**src/rtl/brp_pkg.sv**
```systemverilog
// brp_pkg: shared constants, item-kind codes, the half-sine brightness table
// and the divider control/status types for the breathing PWM generator.
// No dependencies.
`timescale 1ns / 1ps

package brp_pkg;

    // PWM resolution and duty limit
    localparam int STEPS      = 100;
    localparam int CNT_W      = 7;
    localparam int DUTY_W     = 7;
    localparam logic [DUTY_W-1:0] DUTY_MAX = DUTY_W'(100);

    // Field widths
    localparam int KIND_W     = 3;
    localparam int MS_W       = 16;
    localparam int DV_W       = 8;
    localparam int PHASE_W    = 16;
    localparam int S_DATA_W   = 32;
    localparam int M_DATA_W   = 16;

    // Reset value of the breathing period register
    localparam logic [MS_W-1:0] PERIOD_RST = MS_W'(1000);

    // Item kinds
    localparam logic [KIND_W-1:0] KIND_TICK      = 3'd0;
    localparam logic [KIND_W-1:0] KIND_PULSE_ADV = 3'd1;
    localparam logic [KIND_W-1:0] KIND_SET_DUTY  = 3'd2;
    localparam logic [KIND_W-1:0] KIND_SET_EN    = 3'd3;
    localparam logic [KIND_W-1:0] KIND_PULSE_RST = 3'd4;
    localparam logic [KIND_W-1:0] KIND_RESTART   = 3'd5;

    // Divider handshake
    typedef struct packed {
        logic start;
    } div_ctrl_t;

    typedef struct packed {
        logic busy;
        logic done;
    } div_stat_t;

    // Half-sine brightness table, indexed by the top four phase bits
    function automatic logic [DUTY_W-1:0] half_sine(input logic [3:0] idx);
        logic [DUTY_W-1:0] v;
        case (idx)
            4'd0:    v = 7'd0;
            4'd1:    v = 7'd5;
            4'd2:    v = 7'd20;
            4'd3:    v = 7'd39;
            4'd4:    v = 7'd59;
            4'd5:    v = 7'd78;
            4'd6:    v = 7'd91;
            4'd7:    v = 7'd98;
            4'd8:    v = 7'd100;
            4'd9:    v = 7'd98;
            4'd10:   v = 7'd91;
            4'd11:   v = 7'd78;
            4'd12:   v = 7'd59;
            4'd13:   v = 7'd39;
            4'd14:   v = 7'd20;
            default: v = 7'd5;
        endcase
        return v;
    endfunction

endpackage

```
**src/rtl/brp_div.sv**
```systemverilog
// brp_div: bit-serial restoring divider, (elapsed << 16) / period, one
// quotient bit per cycle. Low 16 quotient bits are returned.
// Depends on brp_pkg.
`timescale 1ns / 1ps

module brp_div (
    input  logic                      aclk,
    input  logic                      aresetn,
    input  brp_pkg::div_ctrl_t        ctrl,
    input  logic [brp_pkg::MS_W-1:0]  elapsed,
    input  logic [brp_pkg::MS_W-1:0]  divisor,
    output brp_pkg::div_stat_t        stat,
    output logic [brp_pkg::PHASE_W-1:0] quotient
);
    import brp_pkg::*;

    localparam int NUM_W = 2 * MS_W;
    localparam int CNT_DW = $clog2(NUM_W);

    logic [NUM_W-1:0]  num_reg, num_next;   // dividend shifts out, quotient shifts in
    logic [MS_W-1:0]   rem_reg, rem_next;
    logic [MS_W-1:0]   dsr_reg, dsr_next;
    logic [CNT_DW-1:0] cnt_reg, cnt_next;
    logic              busy_reg, busy_next;
    logic              done_reg, done_next;

    logic [MS_W:0] trial;
    logic [MS_W:0] diff;
    logic          fits;

    // One restoring step: shift in the next dividend bit, subtract if it fits
    always_comb begin
        trial = {rem_reg, num_reg[NUM_W-1]};
        fits  = (trial >= {1'b0, dsr_reg});
        diff  = trial - {1'b0, dsr_reg};
    end

    // Sequencer
    always_comb begin
        num_next  = num_reg;
        rem_next  = rem_reg;
        dsr_next  = dsr_reg;
        cnt_next  = cnt_reg;
        busy_next = busy_reg;
        done_next = 1'b0;
        if (ctrl.start && !busy_reg) begin
            num_next  = {elapsed, {MS_W{1'b0}}};
            rem_next  = '0;
            dsr_next  = divisor;
            cnt_next  = '0;
            busy_next = 1'b1;
        end else if (busy_reg) begin
            num_next = {num_reg[NUM_W-2:0], fits};
            rem_next = fits ? diff[MS_W-1:0] : trial[MS_W-1:0];
            cnt_next = cnt_reg + 1'b1;
            if (cnt_reg == CNT_DW'(NUM_W - 1)) begin
                busy_next = 1'b0;
                done_next = 1'b1;
            end
        end
    end

    always_ff @(posedge aclk) begin
        if (!aresetn) begin
            busy_reg <= 1'b0;
            done_reg <= 1'b0;
            cnt_reg  <= '0;
        end else begin
            busy_reg <= busy_next;
            done_reg <= done_next;
            cnt_reg  <= cnt_next;
        end
    end

    // Datapath registers
    always_ff @(posedge aclk) begin
        num_reg <= num_next;
        rem_reg <= rem_next;
        dsr_reg <= dsr_next;
    end

    assign stat.busy = busy_reg;
    assign stat.done = done_reg;
    assign quotient  = num_reg[PHASE_W-1:0];

endmodule

```
**src/rtl/breathing_pwm_generator.sv**
```systemverilog
// Breathing PWM generator: 100-step LED PWM with a half-sine breathing mode.
// A pulse advance runs the bit-serial divider, then the phase update, which
//   loads the output register; every other kind shows its result in the
//   output register on the next cycle. Other kinds are taken one item per
//   cycle while the output drains; a pulse advance blocks new items until its
//   phase update. Reset is synchronous, active low; no clearing pass.
// Depends on brp_pkg and brp_div.
`timescale 1ns / 1ps

module breathing_pwm_generator (
    input  logic                          aclk,
    input  logic                          aresetn,
    // Configuration: breathing period in ms
    input  logic                          cfg_we,
    input  logic [brp_pkg::MS_W-1:0]      cfg_wdata,
    // Input items
    input  logic                          s_tvalid,
    output logic                          s_tready,
    input  logic [brp_pkg::S_DATA_W-1:0]  s_tdata,  // delta_ms[15:0], duty_value[23:16],
                                                    // enable_value[24], zero pad
    input  logic [brp_pkg::KIND_W-1:0]    s_tuser,  // kind[2:0]
    // Results
    output logic                          m_tvalid,
    input  logic                          m_tready,
    output logic [brp_pkg::M_DATA_W-1:0]  m_tdata   // led_level[0], duty_now[7:1],
                                                    // output_enabled[8], zero pad
);
    import brp_pkg::*;

    localparam logic [1:0] ST_IDLE = 2'd0;
    localparam logic [1:0] ST_DIV  = 2'd1;

    logic [1:0]          state_reg, state_next;
    logic [MS_W-1:0]     period_reg;
    logic [CNT_W-1:0]    step_reg, step_next;
    logic [DUTY_W-1:0]   duty_reg, duty_next;
    logic                en_reg, en_next;
    logic                led_reg, led_next;
    logic [PHASE_W-1:0]  phase_reg, phase_next;
    logic                mvalid_reg, mvalid_next;
    logic [M_DATA_W-1:0] mdata_reg, mdata_next;

    logic [KIND_W-1:0]   kind;
    logic [MS_W-1:0]     elapsed;
    logic [DV_W-1:0]     dv;
    logic                ev;
    logic                accept;
    logic [CNT_W:0]      cnt_inc;
    logic                load_out;

    div_ctrl_t           div_ctrl;
    div_stat_t           div_stat;
    logic [PHASE_W-1:0]  quotient;

    // Field unpacking
    assign kind    = s_tuser;
    assign elapsed = s_tdata[MS_W-1:0];
    assign dv      = s_tdata[MS_W +: DV_W];
    assign ev      = s_tdata[MS_W + DV_W];

    // Take an item only when idle and the output register can drain
    assign s_tready = (state_reg == ST_IDLE) && (!mvalid_reg || m_tready);
    assign accept   = s_tvalid && s_tready;

    assign div_ctrl.start = accept && (kind == KIND_PULSE_ADV);

    brp_div u_div (
        .aclk     (aclk),
        .aresetn  (aresetn),
        .ctrl     (div_ctrl),
        .elapsed  (elapsed),
        .divisor  (period_reg),
        .stat     (div_stat),
        .quotient (quotient)
    );

    // Item handling and state update
    always_comb begin
        state_next = state_reg;
        step_next  = step_reg;
        duty_next  = duty_reg;
        en_next    = en_reg;
        led_next   = led_reg;
        phase_next = phase_reg;
        load_out   = 1'b0;
        cnt_inc    = {1'b0, step_reg} + 1'b1;
        unique case (state_reg)
            ST_IDLE: begin
                if (accept) begin
                    load_out = 1'b1;
                    case (kind)
                        KIND_TICK: begin
                            step_next = (cnt_inc >= (CNT_W+1)'(STEPS)) ? '0
                                                                        : cnt_inc[CNT_W-1:0];
                            led_next  = en_reg && (step_next < duty_reg);
                        end
                        KIND_PULSE_ADV: begin
                            load_out   = 1'b0;
                            state_next = ST_DIV;
                        end
                        KIND_SET_DUTY: begin
                            duty_next = (dv > DV_W'(DUTY_MAX)) ? DUTY_MAX : dv[DUTY_W-1:0];
                        end
                        KIND_SET_EN: begin
                            en_next = ev;
                            if (!ev) begin
                                led_next = 1'b0;
                            end
                        end
                        KIND_PULSE_RST: begin
                            phase_next = '0;
                            duty_next  = half_sine(4'd0);
                        end
                        KIND_RESTART: begin
                            step_next = '0;
                        end
                        default: ;
                    endcase
                end
            end
            ST_DIV: begin
                if (div_stat.done) begin
                    phase_next = phase_reg + quotient;
                    duty_next  = half_sine(phase_next[PHASE_W-1 -: 4]);
                    load_out   = 1'b1;
                    state_next = ST_IDLE;
                end
            end
            default: state_next = ST_IDLE;
        endcase
    end

    // Output register
    always_comb begin
        mvalid_next = mvalid_reg;
        mdata_next  = mdata_reg;
        if (mvalid_reg && m_tready) begin
            mvalid_next = 1'b0;
        end
        if (load_out) begin
            mvalid_next = 1'b1;
            mdata_next  = M_DATA_W'({en_next, duty_next, led_next});
        end
    end

    always_ff @(posedge aclk) begin
        if (!aresetn) begin
            state_reg  <= ST_IDLE;
            period_reg <= PERIOD_RST;
            step_reg   <= '0;
            duty_reg   <= '0;
            en_reg     <= 1'b1;
            led_reg    <= 1'b0;
            phase_reg  <= '0;
            mvalid_reg <= 1'b0;
        end else begin
            state_reg  <= state_next;
            step_reg   <= step_next;
            duty_reg   <= duty_next;
            en_reg     <= en_next;
            led_reg    <= led_next;
            phase_reg  <= phase_next;
            mvalid_reg <= mvalid_next;
            if (cfg_we) begin
                period_reg <= cfg_wdata;
            end
        end
    end

    always_ff @(posedge aclk) begin
        mdata_reg <= mdata_next;
    end

    assign m_tvalid = mvalid_reg;
    assign m_tdata  = mdata_reg;

endmodule
```
**config.mk**
```make
export PLATFORM = sky130hd
export DESIGN_NAME = breathing_pwm_generator
export DESIGN_NICKNAME = d
export VERILOG_FILES = /design/src/rtl/brp_pkg.sv /design/src/rtl/brp_div.sv /design/src/rtl/breathing_pwm_generator.sv
export SDC_FILE = /design/constraint.sdc
export NUM_CORES = 1
export LEC_CHECK = 0
export BUFFER_PORTS_ARGS = -buffer_cell sky130_fd_sc_hd__buf_2
export CELL_PAD_IN_SITES_DETAIL_PLACEMENT = 1
export CELL_PAD_IN_SITES_GLOBAL_PLACEMENT = 2
export CORE_UTILIZATION = 35
export DETAILED_ROUTE_END_ITERATION = 7
export PLACE_DENSITY_LB_ADDON = 0.1
export SLEW_MARGIN = 25
export SYNTH_ARGS = -nofsm -noshare
export SYNTH_HDL_FRONTEND = slang
export SYNTH_SLANG_ARGS = --single-unit
export TNS_END_PERCENT = 1
```
**constraint.sdc**
```tcl
create_clock -name aclk -period 6.9 [get_ports aclk]
set_clock_uncertainty 0.2 [all_clocks]
set_input_delay 0.69 -clock aclk [delete_from_list [all_inputs] [get_ports aclk]]
set_output_delay 0.69 -clock aclk [all_outputs]
set_load 0.02 [all_outputs]
```
==> flow_results.xml <==
<?xml version="1.0" encoding="UTF-8"?>
<metrics>
  <group name="status">
    <metric name="run_status" unit="">finished clean</metric>
  </group>
  <group name="worst_hold_path">
    <metric name="timing.hold.worst.class" unit="">register to register</metric>
    <metric name="source_of_the_worst_hold_timing_path" unit="">period_reg[14]</metric>
    <metric name="worst_hold_path.endpoint" unit="">u_div.dsr_reg[14]</metric>
    <metric name="holdPathStages" unit="">0</metric>
  </group>
  <group name="cells_and_area">
    <metric name="sequential_cell_area" unit="µm²">3010</metric>
    <metric name="ratio_of_cells_with_drive_above_1_in_the_final_layout" unit="%">15.5</metric>
    <metric name="multi_input_gate_area_in_the_final_layout" unit="µm²">3810</metric>
    <metric name="layout.filler_cells" unit="">2271</metric>
    <metric name="area_growth" unit="%">15.6</metric>
    <metric name="layout.cells.most_common" unit="">dfxtp_1</metric>
    <metric name="finish.net_count" unit="">883</metric>
    <metric name="largest_register_ff_count" unit="">32</metric>
    <metric name="postLayoutCellArea" unit="µm²">8290</metric>
    <metric name="most_used_cells_in_the_layout_excluding_fill_and_tap_cells" unit="">dfxtp_1 (89), nor2_1 (73), buf_2 (59)</metric>
    <metric name="antenna-diode-count" unit="">0</metric>
  </group>
  <group name="synth">
    <metric name="ys_async_sr_fraction" unit="%">0</metric>
    <metric name="synth.avg_cell_area" unit="µm²">9.70</metric>
    <metric name="synth_seq_cells" unit="">130</metric>
    <metric name="syn_inst" unit="">739</metric>
    <metric name="dominantRegCellSynth" unit="">dfxtp_1</metric>
    <metric name="ys.warnings.count" unit="">0</metric>
    <metric name="synth.distinct_cells" unit="">77</metric>
    <metric name="syn-cell-area" unit="µm²">7170</metric>
    <metric name="number_of_flops_mapped_to_enable_cells_by_yosys" unit="">41</metric>
    <metric name="seq_area_frac_synth" unit="%">42.0</metric>
  </group>
  <group name="clock_tree">
    <metric name="cts.root.buffer_cell" unit="">clkbuf_16</metric>
    <metric name="clock_tree.htree_level_count" unit="">4</metric>
    <metric name="clock_sinks" unit="">130</metric>
    <metric name="cts_buffers" unit="">17</metric>
    <metric name="cts-hold-fix-buffers" unit="">0</metric>
    <metric name="clk_latency" unit="ns">0.43</metric>
    <metric name="clk_pin_slew_worst_paths" unit="ns">0.06</metric>
    <metric name="cts.repair.resized" unit="">0</metric>
    <metric name="cts_setup_buffers" unit="">0</metric>
    <metric name="clockBufferDepth" unit="">2</metric>
    <metric name="cts_tree" unit="">yes</metric>
  </group>
  <group name="power">
    <metric name="internal_power" unit="W">0.00174</metric>
    <metric name="power_switching" unit="W">0.000728</metric>
    <metric name="power.combinational.fraction" unit="%">21.9</metric>
    <metric name="leakagePower" unit="nW">3.52</metric>
    <metric name="max_vdd_drop" unit="mV">0.165</metric>
    <metric name="share_seq_of_total_power" unit="%">37.0</metric>
    <metric name="pwr-share-clk" unit="%">41.1</metric>
    <metric name="cellPowerDensity" unit="nW/µm²">298</metric>
    <metric name="p_sw_share" unit="%">29.5</metric>
  </group>
  <group name="sta">
    <metric name="drv_slew" unit="">0</metric>
    <metric name="rsz_0062_raised_after_global_routing" unit="">no</metric>
    <metric name="timing.final.crit_share" unit="%">50.5</metric>
    <metric name="fin_crit" unit="ns">3.48</metric>
    <metric name="maxSlewHeadroom" unit="%">37.1</metric>
    <metric name="final.setup.tns" unit="ns">0</metric>
    <metric name="max_slew.worst_pin.slew" unit="ns">0.943</metric>
    <metric name="achievable-frequency" unit="MHz">287</metric>
    <metric name="final-setup-viol-count" unit="">0</metric>
    <metric name="timing.final.hold_violations" unit="">0</metric>
  </group>
  <group name="place">
    <metric name="gp_congestion" unit="">0.838</metric>
    <metric name="placed_area" unit="µm²">7630</metric>
    <metric name="dp_hpwl" unit="µm">12900</metric>
    <metric name="io_buffer_count" unit="">59</metric>
  </group>
  <group name="die">
    <metric name="fp.dieArea" unit="µm²">21100</metric>
    <metric name="fp-row-count" unit="">51</metric>
    <metric name="design.portCount" unit="">74</metric>
    <metric name="floorplan.die.height" unit="µm">145</metric>
    <metric name="die-width" unit="µm">145</metric>
    <metric name="core_region_area" unit="µm²">19800</metric>
    <metric name="start_util" unit="%">36.3</metric>
  </group>
  <group name="setup_path">
    <metric name="cp-start-kind" unit="">register</metric>
    <metric name="r2r_end" unit="">m_tdata[5]</metric>
    <metric name="critPathKind" unit="">register to register</metric>
    <metric name="cp-end-kind" unit="">register</metric>
    <metric name="ordered_cell_list_for_the_critical_path" unit="">ha_1 &gt; fa_1 &gt; a21oi_2 &gt; o22ai_1 &gt; o21a_2 &gt; o311ai_4 &gt; inv_1 &gt; ha_1 &gt; inv_1 &gt; mux2i_1 &gt; mux2i_1 &gt; a21oi_1</metric>
    <metric name="critical_path_required" unit="ns">6.86</metric>
    <metric name="worstPathArrival" unit="ns">3.44</metric>
    <metric name="worstSetupStartpoint" unit="">u_div.num_reg[0]</metric>
    <metric name="timing.critical_path.fanout_max" unit="">6</metric>
    <metric name="regToRegSetupSlack" unit="ns">3.42</metric>
    <metric name="critPathSlowestCell" unit="">fa_1</metric>
    <metric name="reg2regPathDepth" unit="">12</metric>
    <metric name="cp_slowest_stage_delay" unit="ns">0.43</metric>
    <metric name="crit_reg_reg_startpoint" unit="">u_div.num_reg[0]</metric>
  </group>
  <group name="routing">
    <metric name="dr.pass1.iters" unit="">4</metric>
    <metric name="drt-vias-per-instance" unit="">5.32</metric>
    <metric name="detail_route.wirelength" unit="µm">18300</metric>
    <metric name="vias" unit="">5632</metric>
    <metric name="dr.first_iter.drc_count" unit="">230</metric>
    <metric name="routedWlPerCell" unit="µm">17.3</metric>
    <metric name="detail_route_antenna_nets" unit="">0</metric>
    <metric name="drc" unit="">0</metric>
  </group>
  <group name="global_routing">
    <metric name="grt_pass1_vias" unit="">5949</metric>
    <metric name="global_route.usage.met2" unit="%">32.1</metric>
    <metric name="antenna_found_initial" unit="">0</metric>
    <metric name="grt.overflow.total" unit="">0</metric>
    <metric name="gr-usage-met3" unit="%">3.90</metric>
    <metric name="first_pass_grt_wire_length" unit="µm">30000</metric>
    <metric name="grt_start_max_net_pins" unit="">47</metric>
    <metric name="grt.met1_usage" unit="%">21.2</metric>
    <metric name="grt_most_used_layer" unit="">met2</metric>
    <metric name="grt.total_usage" unit="%">18.0</metric>
  </group>
  <group name="job">
    <metric name="max_cap_violations" unit="">0</metric>
  </group>
</metrics>
layer usage:
layer  vias to the layer above  part of all wire [%]
met3                        21                   2.7
met1                      2771                    45
li1                       2765                     -
met5                         -                     0
met2                        75                    51
met4                         0                   1.2
critical path, delay by kind of cell, from the launching register on:
kind / cells / cell delay, ns
muxes: 2 / 0.35
AOI/OAI and AO/OA: 5 / 1.19
buffers and inverters: 2 / 0.22
DFF: 1 / 0.33
adders and majority gates: 3 / 0.90
power groups by stage:
stage | logic (W) | clock network, W | registers, W
2_1_floorplan | 0.000445 | 0 | 0.000918
3_3_place_gp | 0.000529 | 0 | 0.000925
3_5_place_dp | 0.000544 | 0 | 0.000929
4_1_cts | 0.000552 | 0.00104 | 0.000913
5_1_grt | 0.000612 | 0.00107 | 0.000921
6_report | 0.000542 | 0.00101 | 0.000913
layout make-up:
type	instances	area share, %
Inverter	41	1.86
Timing Repair Buffer	63	3.92
Tap cell	265	4.00
Clock buffer	17	5.13
Clock inverter	15	2.76
Multi-Input combinational cell	527	46.0
Sequential cell	130	36.3
cell usage after synthesis (6+ instances only):
master    instances  share of area (%)
nand4_1           8               0.70
nand2_1          42                2.2
buf_4             7               0.73
o21ai_1          17                1.2
o21ai_0          18                1.3
a21oi_1          33                2.3
ha_1             45                7.9
nand3_1          16                1.1
buf_2             6               0.42
o211ai_1          9               0.94
nor3_1           11               0.77
mux2i_1          34                4.7
a22oi_1          17                1.8
o21a_1            6               0.63
inv_1            41                2.1
a211oi_1          9               0.94
a31oi_1           7               0.61
and3_1            8               0.70
edfxtp_1         41                 17
clkbuf_1         27                1.4
a32oi_1           6               0.73
nor2b_1           8               0.70
dfxtp_1          89                 25
and2_1            6               0.52
a22o_1           33                4.0
xnor2_1          15                1.8
a21o_1            8               0.84
xor2_1           16                2.0
nand2b_1          8               0.70
nor2_1           73                3.8
through the flow:
| step | power, W | util, % | hold slack [ns] | setup slack [ns] | std cells |
|---|---|---|---|---|---|
| 6_report | 0.00247 | 41.9 | 0.233 | 3.42 | 1058 |
| 5_1_grt | 0.00261 | 41.9 | 0.247 | 3.23 | 1058 |
| 4_1_cts | 0.00251 | 41.9 | 0.232 | 3.42 | 1058 |
| 3_5_place_dp | 0.00147 | 38.6 | 0.219 | 3.43 | 1026 |
| 3_3_place_gp | 0.00145 | 38.6 | 0.215 | 3.54 | 1026 |
| 2_1_floorplan | 0.00136 | - | 0.208 | 3.91 | 745 |
cells by family (layout without fill, tap and decap cells):
logic type / after synthesis / in the layout / synth area share (%)
flops: 130 / 130 / 42.0
fa+ha+maj: 47 / 47 / 8.41
xor+xnor: 33 / 33 / 4.24
compound gates: 201 / 201 / 20.9
buf+inv: 88 / 136 / 5.58
other cells: 1 / 7 / 0.0523
simple gates: 203 / 203 / 13.8
mux: 36 / 36 / 5.06
worst max path at each step:
| stage | to | slack (ns) | cells after the start |
|---|---|---|---|
| after floorplan | m_tdata[1] | 3.91 | 12 |
| after global placement | m_tdata[1] | 3.54 | 12 |
| after detailed placement | m_tdata[1] | 3.43 | 12 |
| after CTS | m_tdata[5] | 3.42 | 12 |
| after global routing | m_tdata[5] | 3.23 | 12 |
| final | m_tdata[5] | 3.42 | 12 |
No activity file was read; power rests on OpenSTA's default activity.
